==> src/rtl/chebd_pkg.sv <==
`timescale 1ns / 1ps
// ----------------------------------------------------------------------------
// chebd_pkg
// Shared constants, state codes and control bundle of the Chebyshev
// derivative series unit.
// ----------------------------------------------------------------------------
package chebd_pkg;

  localparam int MAX_TERMS = 64;
  localparam int ORDER_CAP = 4;

  localparam int LANES     = ORDER_CAP + 1;
  localparam int LANE_W    = $clog2(LANES);
  localparam int DEG_W     = $clog2(MAX_TERMS + 1);
  localparam int ORD_W     = 3;
  localparam int CNT_W     = 7;
  localparam int CMP_W     = (DEG_W > CNT_W) ? DEG_W : CNT_W;

  localparam int VAL_W     = 64;
  localparam int PT_W      = 32;
  localparam int FRAC_BITS = 22;
  localparam int PROD_SH   = 29;
  localparam int ACC_W     = VAL_W + PT_W;
  localparam int SCL_W     = ACC_W - PROD_SH;
  localparam int SUM_W     = 72;

  localparam logic signed [VAL_W-1:0] ONE_Q   = 64'sd1 <<< FRAC_BITS;
  localparam logic signed [VAL_W-1:0] VAL_MAX = {1'b0, {(VAL_W-1){1'b1}}};
  localparam logic signed [VAL_W-1:0] VAL_MIN = {1'b1, {(VAL_W-1){1'b0}}};

  localparam logic [1:0] ST_OK        = 2'd0;
  localparam logic [1:0] ST_BAD_ORDER = 2'd1;
  localparam logic [1:0] ST_OVF       = 2'd2;

  typedef enum logic [2:0] {
    S_IDLE,
    S_EMIT,
    S_T1,
    S_LO,
    S_HI,
    S_SUM,
    S_WR
  } state_t;

  typedef struct packed {
    logic              start_err;
    logic              start_run;
    logic              set_t1;
    logic              mac_lo;
    logic              mac_hi;
    logic              sum_en;
    logic              wr_en;
    logic              emit;
    logic              done;
    logic [LANE_W-1:0] lane;
    logic [LANE_W-1:0] ord;
    logic [DEG_W-1:0]  deg;
  } ctrl_t;

endpackage

==> src/rtl/chebd_mac.sv <==
`timescale 1ns / 1ps
// ----------------------------------------------------------------------------
// chebd_mac
// Shared multiply-accumulate: forms lane * t over two 33x32 passes and
// returns the product scaled by 2^-29, rounded to nearest, ties away.
// ----------------------------------------------------------------------------
module chebd_mac
  import chebd_pkg::*;
(
  input  logic                    clk,
  input  ctrl_t                   ctrl,
  input  logic signed [VAL_W-1:0] lane_val,
  input  logic signed [PT_W-1:0]  point,
  output logic signed [SCL_W-1:0] scaled
);

  logic signed [PT_W:0]       mul_x;
  logic signed [VAL_W:0]      prod;
  logic signed [ACC_W-1:0]    prod_ext;
  logic signed [ACC_W-1:0]    rnd;
  logic signed [ACC_W-1:0]    acc;
  logic signed [ACC_W-1:0]    acc_sh;
  logic                       neg;

  // low pass takes the unsigned low word, high pass the signed high word
  assign mul_x    = ctrl.mac_lo ? {1'b0, lane_val[PT_W-1:0]}
                                : {lane_val[VAL_W-1], lane_val[VAL_W-1:PT_W]};
  assign prod     = mul_x * point;
  assign prod_ext = ACC_W'(prod);

  // bias of half an lsb, one less for a negative product so ties go away
  assign neg = (lane_val != '0) && (point != '0) && (lane_val[VAL_W-1] ^ point[PT_W-1]);
  assign rnd = (ACC_W'(1) <<< (PROD_SH - 1)) - ACC_W'({1'b0, neg});

  always_ff @(posedge clk) begin
    if (ctrl.mac_lo) begin
      acc <= prod_ext + rnd;
    end else if (ctrl.mac_hi) begin
      acc <= acc + (prod_ext <<< PT_W);
    end
  end

  assign acc_sh = acc >>> PROD_SH;
  assign scaled = acc_sh[SCL_W-1:0];

endmodule

==> config.mk <==
export PLATFORM = sky130hd
export DESIGN_NAME = chebd_mac
export DESIGN_NICKNAME = d
export VERILOG_FILES = /design/src/rtl/chebd_pkg.sv /design/src/rtl/chebd_mac.sv
export SDC_FILE = /design/constraint.sdc
export NUM_CORES = 2
export LEC_CHECK = 0
export BUFFER_PORTS_ARGS = -buffer_cell sky130_fd_sc_hd__buf_2
export CORE_ASPECT_RATIO = 1.4
export CORE_MARGIN = 2
export CORE_UTILIZATION = 55
export CTS_BUF_LIST = sky130_fd_sc_hd__clkbuf_4 sky130_fd_sc_hd__clkbuf_8
export DETAILED_ROUTE_END_ITERATION = 12
export GPL_ROUTABILITY_DRIVEN = 0
export PLACE_DENSITY_LB_ADDON = 0.08
export SLEW_MARGIN = 10
export SYNTH_ARGS = -nofsm -noshare
export SYNTH_HDL_FRONTEND = slang
export SYNTH_SLANG_ARGS = --single-unit
==> constraint.sdc <==
create_clock -name clk -period 16.9 [get_ports clk]
set_input_delay 3.38 -clock clk [delete_from_list [all_inputs] [get_ports clk]]
set_output_delay 3.38 -clock clk [all_outputs]
set_load 0.005 [all_outputs]
After elaboration in Yosys (flattened, before gate mapping). Index checks and enable logic that the tools add are counted.

Add/sub/neg operators: 3. Reductions and logical operators: 5. Multiply operators: 1. Bitwise operators: 1. Multiplexer cells: 3.

Operator list (number): 96-bit 2-to-1 mux (2); 96-bit adder (1); 65-bit by 30-bit adder with 66-bit output (1); 33-bit by 32-bit multiplier with 65-bit output (1); 64-bit nonzero test (1); 33-bit 2-to-1 mux (1); 32-bit nonzero test (1); 29-bit by 1-bit subtractor with 30-bit output, first input constant (1); 1-bit logical AND (2); 2-bit nonzero test (1); 1-bit bitwise XOR (1).

Bits of input ports: 119. Output and inout port bits: 67. Logic and storage cells: 14. Register bits after elaboration: 96.

Logic depth before layout (Yosys ltp).
Depth after elaboration: 6. Depth in mapped cells: 45. Mapped depth without buffers: 41.

Least setup slack after synthesis. OpenSTA, ideal clock, no wires.

Path type: input -> register. Start: in ctrl[18] (netlist name). End: reg acc[49] (data pin). Path slack: 3117 ps. Path buffers: 5. Data required time: 16640 ps. Arrival: 13523 ps. Stages: 41. Setup time: 260 ps. Cell sequence: clkbuf_1 -> clkbuf_1 -> buf_1 -> mux2_2 -> clkbuf_1 -> and2_1 -> fa_1 -> fa_1 -> fa_1 -> inv_1 -> fa_1 -> inv_1 -> fa_1 -> inv_1 -> fa_1 -> inv_1 -> fa_1 -> fa_1 -> (+5 left out) -> nor2_1 -> o2bb2ai_2 -> o21a_1 -> o21ai_0 -> xor2_1 -> ha_1 -> nand4_1 -> nor3_1 -> nand2_1 -> o2111ai_1 -> nand3_1 -> or4_1 -> nor4_2 -> and3_1 -> and3_1 -> nand3_1 -> xnor2_1 -> mux2_2.

Longest elaborated chain between the ends: 5. Elaborated cells between the ends (all ways): 6. Those cells by class: add/sub: 2; mul: 1; mux: 3.

RTL lines: start, declared (line chebd_mac.sv:11) `input ctrl_t ctrl,`; 33-bit 2-to-1 mux (line chebd_mac.sv:26) `assign mul_x = ctrl.mac_lo ? {1'b0, lane_val[PT_W-1:0]}`; 33-bit by 32-bit multiplier with 65-bit output (line chebd_mac.sv:28) `assign prod = mul_x * point;`; 96-bit adder (line chebd_mac.sv:39) `acc <= acc + (prod_ext <<< PT_W);`; 96-bit 2-to-1 mux (line chebd_mac.sv:38) `end else if (ctrl.mac_hi) begin`; 96-bit 2-to-1 mux * (line chebd_mac.sv:36) `if (ctrl.mac_lo) begin`; end signal, assigned (line chebd_mac.sv:37) `acc <= prod_ext + rnd;`; end signal, assigned (line chebd_mac.sv:39); end, declared (line chebd_mac.sv:21) `logic signed [ACC_W-1:0] acc;`.

Mark *: on every way between the ends. The rest lies on a longest branch, timed or not. The select of a mux whose other input is x is not followed. A chain may end at the register's enable or synchronous reset.

Worst setup path in the final report.
Start: in ctrl[18] (netlist name). End: reg acc[94] (data pin).

The elaborated chain is that of the path after synthesis.

==> results_tabular.tex <==
\begin{tabular}{lr}
\hline
Metric & Value \\
\hline
\multicolumn{2}{l}{\textbf{Floorplanning}} \\
Number of standard-cell rows in the floorplan & 123 \\
Core outline area & 0.0806 sq mm \\
Initial Util & 0.556 \\
Number of ports placed on the die boundary & 186 \\
Width of the die & 245 um \\
Die Outline Area & 0.0839 sq mm \\
Vertical die dimension & 342 um \\
\multicolumn{2}{l}{\textbf{Placed design}} \\
Number of port buffers & 165 \\
DPL Wire Length & 99.7 mm \\
\multicolumn{2}{l}{\textbf{Worst setup path}} \\
Critical path peak fanout & 74 \\
Crit end category & flip-flop \\
Critical path's most frequent cell & sky130\_fd\_sc\_hd\_\_fa\_1 \\
Critical path data arrival time & 15.14 ns \\
Depth of the worst register-to-register path & 16 \\
Slowest cell on the critical path & sky130\_fd\_sc\_hd\_\_mux2\_2 \\
Maximum single-stage delay on the critical path & 0.96 ns \\
Startpoint types & input pin \\
Data required time at the worst endpoint & 16.98 ns \\
Critical path class & in -> reg \\
\multicolumn{2}{l}{\textbf{Timing}} \\
Clock period minus worst slack & 15.06 ns \\
Number of pins with negative max-slew slack in the final report & 0 \\
Slew at the pin with the worst max-slew slack & 1.05 ns \\
Final number of hold-violating endpoints & 0 \\
Max Clock Freq & 0.0664 GHz \\
Setup TNS & 0 ns \\
Worst relative slew slack & 0.296 \\
RSZ-0062 raised after global routing & false \\
Setup-failing EPs final & 0 \\
Clock tree skew after final layout & 0.0168 ns \\
Final period util & 0.891 \\
\multicolumn{2}{l}{\textbf{Synthesis}} \\
Gate Count Post-Synth & 4888 \\
Post-synthesis sequential area ratio & 0.0448 \\
Mapped Area & 0.0449 sq mm \\
Top cells by area, synth & sky130\_fd\_sc\_hd\_\_fa\_1 (50\%), sky130\_fd\_sc\_hd\_\_inv\_1 (8.5\%), sky130\_fd\_sc\_hd\_\_ha\_1 (7.8\%), sky130\_fd\_sc\_hd\_\_and2\_1 (6.9\%), sky130\_fd\_sc\_hd\_\_nand2\_1 (5.3\%) \\
Yosys Warn Count & 0 \\
Commonest cells post-synth & sky130\_fd\_sc\_hd\_\_fa\_1 (1113), sky130\_fd\_sc\_hd\_\_inv\_1 (1019), sky130\_fd\_sc\_hd\_\_nand2\_1 (631) \\
Number of flops mapped to enable cells by yosys & 67 \\
Distinct cells, synth & 80 \\
Register bit total from synthesis & 67 \\
Dominant synthesized flop cell & sky130\_fd\_sc\_hd\_\_edfxtp\_1 \\
Share of Yosys cell area claimed by the top area cell type & 0.497 \\
Avg Inst Size Synth & 9.18 sq um \\
Async SR Flop Fraction & 0 \\
Net Count, Synth & 6399 \\
Cell accounting for the most synthesized area & sky130\_fd\_sc\_hd\_\_fa\_1 \\
Most instantiated library cell after synthesis & sky130\_fd\_sc\_hd\_\_fa\_1 \\
\multicolumn{2}{l}{\textbf{Hold path}} \\
Path class of the lowest-slack min-delay path & reg -> reg \\
Hold Path Stages & 3 \\
\multicolumn{2}{l}{\textbf{Routing}} \\
Avg WL per Cell & 20.6 um \\
Number of antenna-violating nets in the routed design & 0 \\
Remaining design rule violation count & 0 \\
Detailed-route via count & 33435 \\
Post-Route WL & 122 mm \\
Violation count after the first detailed-route iteration & 1792 \\
Via density & 5.65 \\
Router iterations before antenna repair & 5 \\
\multicolumn{2}{l}{\textbf{Global routing}} \\
Layer with the highest usage after global routing & met2 \\
Number of global-route vias before repair & 36640 \\
Global-route wire length before repair & 199 mm \\
Initial antenna violation count & 3 \\
Met3 global-route usage & 0.0261 \\
Largest net degree at the start of global routing & 75 \\
GR Overflow Total & 0 \\
Global routing usage on met1 & 0.380 \\
Met2 Resource Use GR & 0.569 \\
GRT Util Overall & 0.306 \\
\multicolumn{2}{l}{\textbf{CTS}} \\
Post-CTS Hold Buffers & 0 \\
Inserted Clock Buffers & 9 \\
Total number of H-tree levels & 3 \\
Clock net sink count & 67 \\
Buffers inserted by post-CTS timing repair & 0 \\
CTS max path bufs & 2 \\
Clk root buf & sky130\_fd\_sc\_hd\_\_clkbuf\_8 \\
CTS tree & built \\
Worst-Skew Late Latency & 0.37 ns \\
Clock-pin slew of the registers on the worst-case setup and hold paths & 0.08 ns \\
Number of gates resized after cts & 0 \\
\multicolumn{2}{l}{\textbf{Layout}} \\
Registers with the highest flip-flop counts & acc (67) \\
Top register by number of flip-flops & acc \\
Filler instances & 7379 \\
Nets & 6357 \\
Number of flip-flops in the largest register & 67 \\
Fraction of layout instances using a drive strength above 1 & 0.0598 \\
Layout overhead on the synthesized area & 3.70\% \\
\multicolumn{2}{l}{\textbf{Run}} \\
Max-cap check violation count & 0 \\
\multicolumn{2}{l}{\textbf{Outcome}} \\
Outcome & finished clean \\
\hline
\end{tabular}
through the flow:
| step | instances | utilization | hold WS, ns | cell area, sq um | worst slack (ns) |
|---|---|---|---|---|---|
| 6_report | 5915 | 0.577 | 0.828 | 46500 | 1.84 |
| 5_1_grt | 5914 | 0.577 | 0.896 | 46500 | 1.13 |
| 4_1_cts | 5913 | 0.577 | 0.826 | 46500 | 1.94 |
| 3_5_place_dp | 5897 | 0.574 | 0.800 | 46300 | 1.61 |
| 3_3_place_gp | 5897 | 0.574 | 0.804 | 46300 | 1.64 |
| 2_1_floorplan | 4888 | - | 0.712 | 44900 | 3.12 |
kinds of logic (layout without fill, tap and decap cells):
logic type      Yosys count  after routing  synth area share
buf+inv                1267           1230             0.106
simple gates           1463           1463             0.163
flops                    67             67            0.0448
mux                      36             36           0.00898
xor+xnor                146            146            0.0285
fa+ha+maj              1392           1392             0.574
compound gates          517            517            0.0739
other cells               0              2                 0
worst max-delay path: cells and delay by family:
| family | cells | cell delay, ns |
|---|---|---|
| simple gates | 3 | 0.41 |
| buf+inv | 7 | 1.08 |
| mux | 1 | 0.96 |
| fa+ha+maj | 10 | 4.81 |
| compound gates | 17 | 3.80 |
| xor+xnor | 2 | 0.53 |
layout make-up:
cell class	count	area, sq um	area share
Multi-Input combinational cell	3554	38100	0.819
Inverter	1019	3820	0.0822
Sequential cell	67	2010	0.0432
Tap cell	1062	1330	0.0286
Timing Repair Buffer	195	1050	0.0226
Clock buffer	9	124	0.00266
Clock inverter	7	91.3	0.00196
Antenna cell	2	5.00	0.000108
layout by cell type, fill, tap and decap left out, drive strengths merged, types with 9 or more instances in the layout:
| cell type | count |
|---|---|
| o21a | 22 |
| inv | 1020 |
| or2 | 19 |
| buf | 195 |
| nor2b | 14 |
| a211oi | 18 |
| a21o | 85 |
| fa | 1113 |
| ha | 279 |
| edfxtp | 67 |
| nor3 | 30 |
| nand3 | 28 |
| mux2 | 34 |
| nand4 | 35 |
| nor2 | 115 |
| o31ai | 9 |
| and2 | 497 |
| o21ai | 123 |
| xor2 | 43 |
| a21oi | 148 |
| nand2b | 16 |
| and3 | 18 |
| o211ai | 11 |
| nand2 | 631 |
| xnor2 | 103 |
| nor4 | 32 |
| o21bai | 23 |
| clkbuf | 9 |
| a31oi | 15 |
routing by layer:
metal | wire [um] | vias to the layer above | part of all wire
met5 | 15 | - | 0.00012
met4 | 3590 | 2 | 0.029
met1 | 46900 | 17610 | 0.38
li1 | - | 14685 | -
met3 | 6160 | 191 | 0.051
met2 | 65400 | 947 | 0.54
path summary, 6_finish.rpt:
kind              startpoint      end  slack [ns]
setup reg to reg     acc[32]  acc[94]       12.08
hold reg to reg      acc[95]  acc[95]        0.83
hold / removal       acc[95]  acc[95]        0.83
setup / recovery    ctrl[18]  acc[94]        1.84
Power is left out: the tool's default activity adds up to more than one toggle a clock period on the data nets, which glitch-free logic cannot reach.
