## config.mk

```make
export PLATFORM = sky130hd
export DESIGN_NAME = chebd_seq
export DESIGN_NICKNAME = d
export VERILOG_FILES = /design/src/rtl/chebd_pkg.sv /design/src/rtl/chebd_seq.sv
export SDC_FILE = /design/constraint.sdc
export NUM_CORES = 1
export LEC_CHECK = 0
export BUFFER_PORTS_ARGS = -buffer_cell sky130_fd_sc_hd__buf_2
export CAP_MARGIN = 40
export CORE_MARGIN = 4
export CORE_UTILIZATION = 35
export DETAILED_ROUTE_END_ITERATION = 10
export GPL_TIMING_DRIVEN = 1
export HOLD_SLACK_MARGIN = 0.08
export PLACE_DENSITY = 0.67
export SKIP_LAST_GASP = 1
export SYNTH_ARGS = -nofsm -noshare
export SYNTH_HDL_FRONTEND = slang
export SYNTH_SLANG_ARGS = --single-unit
export TNS_END_PERCENT = 100
```

## constraint.sdc

```tcl
create_clock -name clk -period 1.5 [get_ports clk]
set_input_delay 0.075 -clock clk [delete_from_list [all_inputs] [get_ports clk]]
set_output_delay 0.075 -clock clk [all_outputs]
set_load 0.01 [all_outputs]
```

## src/rtl/chebd_pkg.sv

```systemverilog
`timescale 1ns / 1ps
// ----------------------------------------------------------------------------
// chebd_pkg
// Shared constants, state codes and control bundle of the Chebyshev
// derivative series unit.
// ----------------------------------------------------------------------------
package chebd_pkg;

  localparam int MAX_TERMS = 64;
  localparam int ORDER_CAP = 4;

  localparam int LANES     = ORDER_CAP + 1;
  localparam int LANE_W    = $clog2(LANES);
  localparam int DEG_W     = $clog2(MAX_TERMS + 1);
  localparam int ORD_W     = 3;
  localparam int CNT_W     = 7;
  localparam int CMP_W     = (DEG_W > CNT_W) ? DEG_W : CNT_W;

  localparam int VAL_W     = 64;
  localparam int PT_W      = 32;
  localparam int FRAC_BITS = 22;
  localparam int PROD_SH   = 29;
  localparam int ACC_W     = VAL_W + PT_W;
  localparam int SCL_W     = ACC_W - PROD_SH;
  localparam int SUM_W     = 72;

  localparam logic signed [VAL_W-1:0] ONE_Q   = 64'sd1 <<< FRAC_BITS;
  localparam logic signed [VAL_W-1:0] VAL_MAX = {1'b0, {(VAL_W-1){1'b1}}};
  localparam logic signed [VAL_W-1:0] VAL_MIN = {1'b1, {(VAL_W-1){1'b0}}};

  localparam logic [1:0] ST_OK        = 2'd0;
  localparam logic [1:0] ST_BAD_ORDER = 2'd1;
  localparam logic [1:0] ST_OVF       = 2'd2;

  typedef enum logic [2:0] {
    S_IDLE,
    S_EMIT,
    S_T1,
    S_LO,
    S_HI,
    S_SUM,
    S_WR
  } state_t;

  typedef struct packed {
    logic              start_err;
    logic              start_run;
    logic              set_t1;
    logic              mac_lo;
    logic              mac_hi;
    logic              sum_en;
    logic              wr_en;
    logic              emit;
    logic              done;
    logic [LANE_W-1:0] lane;
    logic [LANE_W-1:0] ord;
    logic [DEG_W-1:0]  deg;
  } ctrl_t;

endpackage

```

## src/rtl/chebd_seq.sv

```systemverilog
`timescale 1ns / 1ps
// ----------------------------------------------------------------------------
// chebd_seq
// Sequencer: walks the terms of a run and, for each term, the derivative
// lanes from the requested order down to zero through the shared MAC.
// ----------------------------------------------------------------------------
module chebd_seq
  import chebd_pkg::*;
(
  input  logic             clk,
  input  logic             rst,
  input  logic             in_fire,
  input  logic [ORD_W-1:0] in_order,
  input  logic [CNT_W-1:0] in_count,
  input  logic             slot_free,
  input  logic             ovf_any,
  output logic             ready,
  output ctrl_t            ctrl
);

  state_t           state;
  state_t           state_next;
  logic [ORD_W-1:0] ord;
  logic [DEG_W-1:0] wanted;
  logic [DEG_W-1:0] deg;
  logic [LANE_W-1:0] lane;
  logic             done;
  logic             bad;
  logic             cnt_zero;
  logic [DEG_W-1:0] cnt_clamp;
  logic             last_term;

  assign bad       = {1'b0, in_order} > (ORD_W + 1)'(ORDER_CAP);
  assign cnt_zero  = (in_count == '0);
  assign cnt_clamp = (CMP_W'(in_count) > CMP_W'(MAX_TERMS)) ? DEG_W'(MAX_TERMS)
                                                              : DEG_W'(in_count);
  assign last_term = ((DEG_W + 1)'(deg) + (DEG_W + 1)'(1)) == (DEG_W + 1)'(wanted);

  // next state
  always_comb begin
    state_next = state;
    unique case (state)
      S_IDLE: begin
        if (in_fire && (bad || !cnt_zero)) begin
          state_next = S_EMIT;
        end
      end
      S_EMIT: begin
        if (slot_free) begin
          if (done) begin
            state_next = S_IDLE;
          end else if (deg == '0) begin
            state_next = S_T1;
          end else begin
            state_next = S_LO;
          end
        end
      end
      S_T1:  state_next = S_EMIT;
      S_LO:  state_next = S_HI;
      S_HI:  state_next = S_SUM;
      S_SUM: state_next = S_WR;
      S_WR: begin
        state_next = (lane == '0) ? S_EMIT : S_LO;
      end
      default: state_next = S_IDLE;
    endcase
  end

  // outputs
  always_comb begin
    ctrl           = '0;
    ctrl.lane      = lane;
    ctrl.ord       = LANE_W'(ord);
    ctrl.deg       = deg;
    ctrl.done      = done;
    ready          = 1'b0;
    unique case (state)
      S_IDLE: begin
        ready          = 1'b1;
        ctrl.start_err = in_fire && bad;
        ctrl.start_run = in_fire && !bad && !cnt_zero;
      end
      S_EMIT:  ctrl.emit   = slot_free;
      S_T1:    ctrl.set_t1 = 1'b1;
      S_LO:    ctrl.mac_lo = 1'b1;
      S_HI:    ctrl.mac_hi = 1'b1;
      S_SUM:   ctrl.sum_en = 1'b1;
      S_WR:    ctrl.wr_en  = 1'b1;
      default: ctrl        = '0;
    endcase
  end

  always_ff @(posedge clk) begin
    if (rst) begin
      state  <= S_IDLE;
      ord    <= '0;
      wanted <= '0;
      deg    <= '0;
      lane   <= '0;
      done   <= 1'b0;
    end else begin
      state <= state_next;
      if (state == S_IDLE && in_fire) begin
        ord    <= in_order;
        wanted <= cnt_clamp;
        deg    <= '0;
        done   <= bad || (cnt_clamp == DEG_W'(1));
      end
      if (state == S_EMIT && slot_free) begin
        deg  <= deg + DEG_W'(1);
        lane <= LANE_W'(ord);
      end
      if (state == S_T1) begin
        done <= (wanted == DEG_W'(2));
      end
      if (state == S_WR) begin
        if (lane == '0) begin
          done <= ovf_any || last_term;
        end else begin
          lane <= lane - LANE_W'(1);
        end
      end
    end
  end

  a_lane_in_range: assert property (@(posedge clk) disable iff (rst)
    (state == S_LO || state == S_HI || state == S_SUM || state == S_WR)
      |-> (lane <= LANE_W'(ord)))
    else $error("lane beyond requested order");

  a_lane_step: assert property (@(posedge clk) disable iff (rst)
    (state == S_WR && lane != '0) |=> (state == S_LO && lane == $past(lane) - LANE_W'(1)))
    else $error("lane walk did not step down");

  a_t1_degree: assert property (@(posedge clk) disable iff (rst)
    (state == S_T1) |-> (deg == DEG_W'(1) && !done))
    else $error("first-degree setup out of sequence");

  a_no_overrun: assert property (@(posedge clk) disable iff (rst)
    (state == S_EMIT && !done) |-> ((DEG_W + 1)'(deg) < (DEG_W + 1)'(wanted)))
    else $error("term emitted beyond requested count");

endmodule

```

==> Yosys cells after proc, flatten, opt, wreduce, memory -nomap -nowiden <==
Index checks and enable logic that the tools add are counted.
{ "word_totals": {"regBits": 24, "latch_bits": 0, "ram_bits": 0, "mem_bits_ro": 0, "inputBits": 15, "out_inout_bits": 23, "elab_cells": 65, "memories": 0} }
{ "op_classes": {"n_addsub": 3, "mul": 0, "div": 0, "order_cmp": 2, "n_eq_ne": 11, "shift": 0, "mux": 25, "bitwise": 0, "n_reduce_logical": 18} }
{ "op_table": {"columns": ["op", "count"], "rows": [
  ["2-to-1 mux 7 bit", 3],
  ["case mux 3 bit (7 select lines)", 1],
  ["2-to-1 mux 3 bit", 5],
  ["logical NOT 7 bit", 2],
  ["2-to-1 mux 14 bit", 1],
  ["2-to-1 mux 1 bit", 12],
  ["equality test 3 bit (second input constant)", 3],
  ["adder 7 x 1 -> 8 bit (second input constant)", 1],
  ["equality test 8 x 7 -> 1 bit", 1],
  ["adder 7 x 1 -> 7 bit (second input constant)", 1],
  ["equality test 7 x 1 -> 1 bit (second input constant)", 1],
  ["equality test 7 x 2 -> 1 bit (second input constant)", 1],
  ["greater-than comparator 7 bit (second input constant)", 1],
  ["OR reduction 7 bit", 1],
  ["equality test 3 x 2 -> 1 bit (second input constant)", 2],
  ["logical AND 1 bit", 6],
  ["logical NOT 3 bit", 2],
  ["2-to-1 mux 2 bit", 3],
  ["!= test 2 bit (second input constant)", 2],
  ["equality test 3 x 1 -> 1 bit (second input constant)", 1],
  ["greater-than comparator 3 bit (second input constant)", 1],
  ["logical OR 1 bit", 3],
  ["subtractor 3 x 1 -> 3 bit (second input constant)", 1],
  ["logical NOT 1 bit", 2],
  ["other kinds (2)", 2]
]} }

==> Depth between registers and ports, before layout <==
Gate-level depths: netlist of the first run.
{ "depth": {"word_depth": 8, "ltp_mapped": 8, "depth_no_buf": 7} }

==> Worst setup path after synthesis of the first run <==
OpenSTA, ideal clock, no wires.
{ "synth_path": {"path_type": "register -> register", "from": "reg deg[0]", "to": "reg done", "setup_ns": 0.087, "t_arrival_ns": 1.439, "required_ns": 1.413, "slack_ns": -0.026, "path_stages_with_launch": 8, "n_path_buf": 0, "period_less_slack_ns": 1.526, "path_cell_list": "dfxtp_1 > inv_1 > ha_1 > xnor2_1 > o211ai_1 > a31oi_1 > o2111ai_1 > o31ai_1"} }
{ "synth_between": {"elab_chain_cells": 5} }
{ "synth_rtl": {"columns": ["item", "line", "source"], "rows": [
  ["start, declared", "chebd_seq.sv:25", "logic [DEG_W-1:0] deg;"],
  ["start signal, assigned", "chebd_seq.sv:111", "deg <= deg + DEG_W'(1);"],
  ["adder 7 x 1 -> 8 bit", "chebd_seq.sv:37", "assign last_term = ((DEG_W + 1)'(deg) + (DEG_W + 1)'(1)) == (DEG_W + 1)'(wanted);"],
  ["equality test 8 x 7 -> 1 bit", "chebd_seq.sv:37", null],
  ["logical OR 1 bit", "chebd_seq.sv:119", "done <= ovf_any || last_term;"],
  ["2-to-1 mux 1 bit", "chebd_seq.sv:118", "if (lane == '0) begin"],
  ["2-to-1 mux 1 bit", "chebd_seq.sv:117", "if (state == S_WR) begin"],
  ["end signal, assigned", "chebd_seq.sv:108", "done <= bad || (cnt_clamp == DEG_W'(1));"],
  ["end signal, assigned", "chebd_seq.sv:115", "done <= (wanted == DEG_W'(2));"],
  ["end signal, assigned", "chebd_seq.sv:119", null],
  ["end, declared", "chebd_seq.sv:27", "logic done;"]
]} }
Every way passes these cells.
A chain may end at the register's enable or synchronous reset.

==> Final worst setup path of the first run <==
Same ends and word-level chain as after synthesis.

==> impl_metrics.env, run 1 <==
export IMPL_rr_startpoint="deg[0]"
export IMPL_status="completed"
export IMPL_clock_skew_ns=0.002413
export IMPL_die_h_um=74.37
export IMPL_final_cell_count_no_fill=318
export IMPL_avgSynthCellArea_um2=7.669
export IMPL_die_w_um=74.37
export IMPL_viasPerCell=5.113
export IMPL_crit_path_end_kind="register"
export IMPL_synth_cell_types=43
export IMPL_synthesis_area_um2=1541
export IMPL_setup_ws_ns=0.02376
export IMPL_grt_start_max_net_pins=14
export IMPL_post_dp_cell_area_um2=1941
export IMPL_synthCells=201
export IMPL_hold_depth=3
export IMPL_initialDrtViolationCount=88
export IMPL_yosys_warnings=0
export IMPL_nets=288
export IMPL_rr_worst_depth=7
export IMPL_rows=23
export IMPL_antenna_cells=0
export IMPL_maxCapViolCount=0
export IMPL_clock_root_buffer="clkbuf_8"
export IMPL_grt_pass1_wl_mm=6.617
export IMPL_clk_pin_slew_worst_paths_ns=0.09
export IMPL_drtAntennaViolNets=0
export IMPL_cts_sinks=24
export IMPL_vias=1626
export IMPL_grt_total_usage_pct=15.43
export IMPL_rsz0062_at_grt="true"
export IMPL_fin_tns_setup_ns=0
export IMPL_layout_commonest_cell="buf_2"
export IMPL_r2r_end="done"
export IMPL_crit_fanout=3
export IMPL_dp_cells=304
export IMPL_yosysSeqAreaShare_pct=31.17
export IMPL_crit_top_cell="buf_4"
export IMPL_fin_crit_ns=1.476
export IMPL_cts_tree="built"
export IMPL_worstHoldEndpoint="wanted[4]"
export IMPL_clockBufferDepth=2
export IMPL_initial_core_util_pct=37.46
export IMPL_critPathTopFamily="compound AO/OA/AOI/OAI gates"
export IMPL_critPathArrivalTime_ns=1.67
export IMPL_first_pass_iters=4
export IMPL_most_common_layout_cells="37 x buf_2, 34 x buf_4, 21 x nand2_1"
export IMPL_min_from="in_count[4]"
export IMPL_io_pins=38
export IMPL_fin_crit_sh_pct=98.42
export IMPL_fmax_mhz=677.4
export IMPL_crit_buf_inv=2
export IMPL_max_slew_margin_pct=73.67
export IMPL_irDropWorstVdd_v=0.0003194
export IMPL_worstPathRequired_ns=1.69
export IMPL_top_layer_used="met4"
export IMPL_grt_ovfl_total=0
export IMPL_wirelength_mm=4.347
export IMPL_cts_buffers_inserted=3
export IMPL_ys_ff_latch=24
export IMPL_fin_total_pwr_mw=1.542
export IMPL_drc=0
export IMPL_die_area_um2=5530
export IMPL_post_dp_hpwl_mm=3.268
export IMPL_hold_violations=0
export IMPL_hold_slack_ns=0.08374
export IMPL_clk_latency_ns=0.27
export IMPL_io_buffers=37
export IMPL_final_setup_viol_count=0
export IMPL_drt_met1_wl_mm=1.890
export IMPL_r2r_slack_ns=0.02
export IMPL_worstMarginPinSlew_ns=0.3914
export IMPL_antenna_found_initial=0
export IMPL_hold_class="input pin to register"
export IMPL_startpoint_type="register"
export IMPL_dp_worst_setup_slack_ns=-0.03911
export IMPL_p_leak_nw=0.9559
export IMPL_critPathKind="register to register"
export IMPL_wl_met2_mm=2.163
export IMPL_grt_pass1_vias=1487
export IMPL_n_fill_cell=401
export IMPL_wl_met3_um=218
export IMPL_fin_area_um2=2156
export IMPL_synthesis_nets=220
export IMPL_crit_slowest_cell="dfxtp_2"
export IMPL_slowest_delay_ns=0.34
export IMPL_power_density_nw_per_um2=715.2
export IMPL_syn_to_final_growth_pct=39.85
export IMPL_utilization_pct=52.39
export IMPL_core_area_um2=4115
export IMPL_gp_congestion=0.8027
export IMPL_drv_slew=0
export IMPL_drive_above_1_share_pct=38.81
export IMPL_cp_cell_sequence="buf_4 -> buf_4 -> xor2_1 -> o211ai_1 -> a31oi_1 -> o2111ai_1 -> o31ai_1"
export IMPL_h_tree_depth=1
export IMPL_wl_per_cell_um=13.67
kinds of logic after synthesis:
| group | Yosys count | share of synthesized area (%) |
|---|---|---|
| adder cells (fa/ha/maj) | 4 | 3.247 |
| multiplexers | 3 | 1.948 |
| buffers and inverters | 23 | 7.386 |
| flip-flops | 24 | 31.17 |
| XOR/XNOR | 9 | 5.114 |
| AO/OA/AOI/OAI | 44 | 16.80 |
| AND/OR/NAND/NOR | 94 | 34.33 |
report_power, final:
part | total [mW] | switching (mW) | internal [mW]
clock | 0.452 | 0.217 | 0.235
sequential | 0.699 | 0.0321 | 0.667
combinational | 0.391 | 0.191 | 0.200
total | 1.54 | 0.440 | 1.10
cell usage after synthesis:
master | count | share of area (%)
a211oi_1 | 3 | 1.5
a21oi_1 | 20 | 6.5
a221oi_1 | 1 | 0.57
a222oi_1 | 1 | 0.65
a22oi_1 | 1 | 0.49
a31oi_1 | 3 | 1.2
and2_1 | 17 | 6.9
and3_1 | 3 | 1.2
and3b_1 | 1 | 0.57
buf_2 | 4 | 1.3
buf_4 | 2 | 0.97
bufbuf_8 | 1 | 1.2
clkbuf_1 | 7 | 1.7
dfxtp_1 | 24 | 31
ha_1 | 4 | 3.2
inv_1 | 8 | 1.9
inv_2 | 1 | 0.24
mux2i_1 | 3 | 1.9
nand2_1 | 22 | 5.4
nand2b_1 | 2 | 0.81
nand3_1 | 6 | 1.9
nand3b_1 | 9 | 4.4
nor2_1 | 17 | 4.1
nor2b_1 | 3 | 1.2
nor2b_2 | 1 | 0.57
nor3_1 | 2 | 0.65
nor3b_1 | 1 | 0.49
nor3b_2 | 1 | 0.81
nor4_1 | 2 | 0.81
nor4b_1 | 1 | 0.57
nor4b_2 | 2 | 1.9
o2111ai_1 | 1 | 0.57
o211a_1 | 1 | 0.65
o211ai_1 | 1 | 0.49
o21ai_0 | 8 | 2.6
o21ai_1 | 1 | 0.32
o22ai_1 | 2 | 0.81
o31ai_1 | 1 | 0.49
or2_2 | 1 | 0.41
or3_1 | 2 | 0.81
or4_4 | 1 | 0.73
xnor2_1 | 6 | 3.4
xor2_1 | 3 | 1.7
metal layers:
metal  global-route usage, %  vias to the layer above
met2                   27.02                       39
met5                       0                        -
li1                        -                      821
met3                   2.027                        7
met4                   6.522                        0
met1                   18.87                      759
flip-flops by register name, indices dropped and copies added (netlist names):
name / flops
deg: 7
done: 1
lane: 3
ord: 3
state: 3
wanted: 7
worst max path at each step:
stage / from / endpoint / slack [ns] / cells past startpoint
2_1_floorplan: deg[2] / done / -0.0004 / 7
3_3_place_gp: deg[1] / done / 0.008 / 7
3_5_place_dp: deg[1] / done / -0.04 / 7
4_1_cts: state[0] / ctrl[20] / 0.009 / 5
5_1_grt: deg[0] / done / -0.12 / 7
6_report: deg[0] / done / 0.02 / 7
final cells by class:
type,count,area [µm²],share of cell area [%]
clock buffer,4,55.05,2.554
inverter,9,33.78,1.567
multi-input combinational,154,1008,46.78
sequential,24,494.2,22.93
tap,50,62.56,2.902
timing repair buffer,77,501.7,23.27
worst register-to-register path: stages (launching register included):
cell,delay (ns)
dfxtp_2,0.34
buf_4,0.13
buf_4,0.13
xor2_1,0.16
o211ai_1,0.12
a31oi_1,0.16
o2111ai_1,0.12
o31ai_1,0.23
timing repair:
item	in CTS	in global routing
hold buffers	5	0
buffers inserted	3	2
setup endpoints to repair	17	16
hold endpoints to repair	5	0
pin swaps	1	5
cloned	0	0
resized for setup	4	21
(Power assumes the default switching activity.)
==> inputs of run 2 (changes only) <==
Settings changed: REMOVE_ABC_BUFFERS set to 1.
==> run 2 against run 1 <==
Sequential cell count unchanged. Setup slack improved by 0.0013 ns. Die area is the same. Critical endpoint is now ctrl[14]. Largest cell class unchanged. Largest power group unchanged.
==> impl_metrics.env, run 2 (synthesized netlist as in run 1, its figures left out) <==
export IMPL_status="completed"
export IMPL_crit_slowest_cell="dfxtp_2"
export IMPL_worstMarginPinSlew_ns=0.4200
export IMPL_grt_ovfl_total=0
export IMPL_final_setup_viol_count=0
export IMPL_slowest_delay_ns=0.37
export IMPL_io_pins=38
export IMPL_fin_total_pwr_mw=1.467
export IMPL_clock_skew_ns=0.003486
export IMPL_initialDrtViolationCount=46
export IMPL_rr_worst_depth=6
export IMPL_clockBufferDepth=2
export IMPL_wl_per_cell_um=13.18
export IMPL_core_area_um2=4115
export IMPL_maxCapViolCount=0
export IMPL_crit_fanout=8
export IMPL_fin_crit_ns=1.475
export IMPL_grt_total_usage_pct=15.29
export IMPL_nets=283
export IMPL_io_buffers=37
export IMPL_antenna_cells=0
export IMPL_drtAntennaViolNets=0
export IMPL_max_slew_margin_pct=71.74
export IMPL_cp_cell_sequence="buf_4 -> nand3b_1 -> inv_2 -> buf_4 -> buf_2"
export IMPL_drc=0
export IMPL_h_tree_depth=1
export IMPL_fin_area_um2=2093
export IMPL_startpoint_type="register"
export IMPL_hold_violations=0
export IMPL_cts_buffers_inserted=3
export IMPL_worstPathRequired_ns=1.42
export IMPL_layout_commonest_cell="buf_2"
export IMPL_gp_congestion=0.8231
export IMPL_initial_core_util_pct=37.46
export IMPL_drv_slew=0
export IMPL_clock_root_buffer="clkbuf_8"
export IMPL_fmax_mhz=678.0
export IMPL_cts_sinks=24
export IMPL_n_fill_cell=419
export IMPL_rows=23
export IMPL_clk_latency_ns=0.26
export IMPL_die_h_um=74.37
export IMPL_cts_tree="built"
export IMPL_drive_above_1_share_pct=34.73
export IMPL_crit_top_cell="buf_4"
export IMPL_setup_ws_ns=0.02505
export IMPL_clk_pin_slew_worst_paths_ns=0.08
export IMPL_die_w_um=74.37
export IMPL_irDropWorstVdd_v=0.0003365
export IMPL_critPathTopFamily="buffers and inverters"
export IMPL_post_dp_hpwl_mm=3.075
export IMPL_most_common_layout_cells="37 x buf_2, 30 x buf_4, 21 x nand2_1"
export IMPL_syn_to_final_growth_pct=35.80
export IMPL_critPathKind="register to output pin"
export IMPL_multi_input_area_um2=998.5
export IMPL_crit_buf_inv=4
export IMPL_hold_depth=3
export IMPL_crit_path_end_kind="output pin"
export IMPL_dp_worst_setup_slack_ns=-0.04257
export IMPL_seq_area_um2=486.7
export IMPL_fin_crit_sh_pct=98.33
export IMPL_wirelength_mm=4.111
export IMPL_viasPerCell=5.173
export IMPL_post_dp_cell_area_um2=1912
export IMPL_hold_class="input pin to register"
export IMPL_vias=1614
export IMPL_power_density_nw_per_um2=700.8
export IMPL_top_regs="deg x7, wanted x7"
export IMPL_grt_pass1_wl_mm=6.713
export IMPL_antenna_found_initial=0
export IMPL_critPathArrivalTime_ns=1.40
export IMPL_p_leak_nw=0.9226
export IMPL_die_area_um2=5530
export IMPL_cp_depth=5
export IMPL_grt_start_max_net_pins=17
export IMPL_rsz0062_at_grt="true"
export IMPL_grt_pass1_vias=1584
export IMPL_first_pass_iters=4
[run 2: changes by cell type in the layout (fill, tap and decap cells not counted), moves of 2 or more]
cell     previous run  this run
buf_4              34        30
dfxtp_2             8         5
nor2b_2             0         2
inv_2               3         1
nand3_2             2         0
nor2b_4             3         1
dfxtp_1            15        19
inv_1               6         8
[run 2: per-layer routing]
metal / routed length (µm) / GRT usage, %
met4: 38 / 5.534
met2: 2133 / 28.00
met3: 182 / 2.838
met1: 1756 / 17.57
met5: 0 / 0
[run 2: path summary, 6_finish.rpt]
kind                                   from        end  slack [ns]
worst min-delay path            in_count[3]  wanted[3]        0.09
worst max register to register     state[0]       done        0.03
worst max-delay path               state[2]   ctrl[14]        0.03
worst min register to register       ord[0]    lane[0]        0.47
[run 2: where the power goes]
group	internal [mW]	total, mW	switching, mW
logic	0.197	0.382	0.184
registers	0.668	0.702	0.0343
clock network	0.180	0.383	0.203
[run 2: layout make-up]
class / count / share of cell area, %
multi-input combinational: 154 / 47.70
sequential: 24 / 23.25
timing repair buffer: 72 / 22.47
tap: 50 / 2.989
clock buffer: 3 / 1.973
inverter: 9 / 1.614
[run 2: what timing repair did]
| action | in CTS | in global routing |
|---|---|---|
| hold endpoints to repair | 4 | 0 |
| setup buffers | 3 | 1 |
| resized for setup | 10 | 5 |
| setup endpoints to repair | 21 | 24 |
| gates cloned | 0 | 0 |
| pin swaps | 3 | 1 |
| hold buffers | 4 | 0 |
[run 2: worst register-to-register path: cells and delay by family (launching register included)]
kind | cells | cell delay, ns
compound gates | 3 | 0.46
buf+inv | 1 | 0.18
flops | 1 | 0.37
simple gates | 2 | 0.35
[run 2: stage by stage]
step                      util [%]  hold WS [ns]  setup TNS [ns]  std cells
after floorplan                  -        0.1441          -1.413        187
after global placement       46.46        0.3314        -0.02075        301
after detailed placement     46.46        0.3293         -0.4153        301
after CTS                    50.11       0.08451         -0.3296        311
after global routing         50.87        0.1058         -0.4810        312
final                        50.87       0.08754               0        312
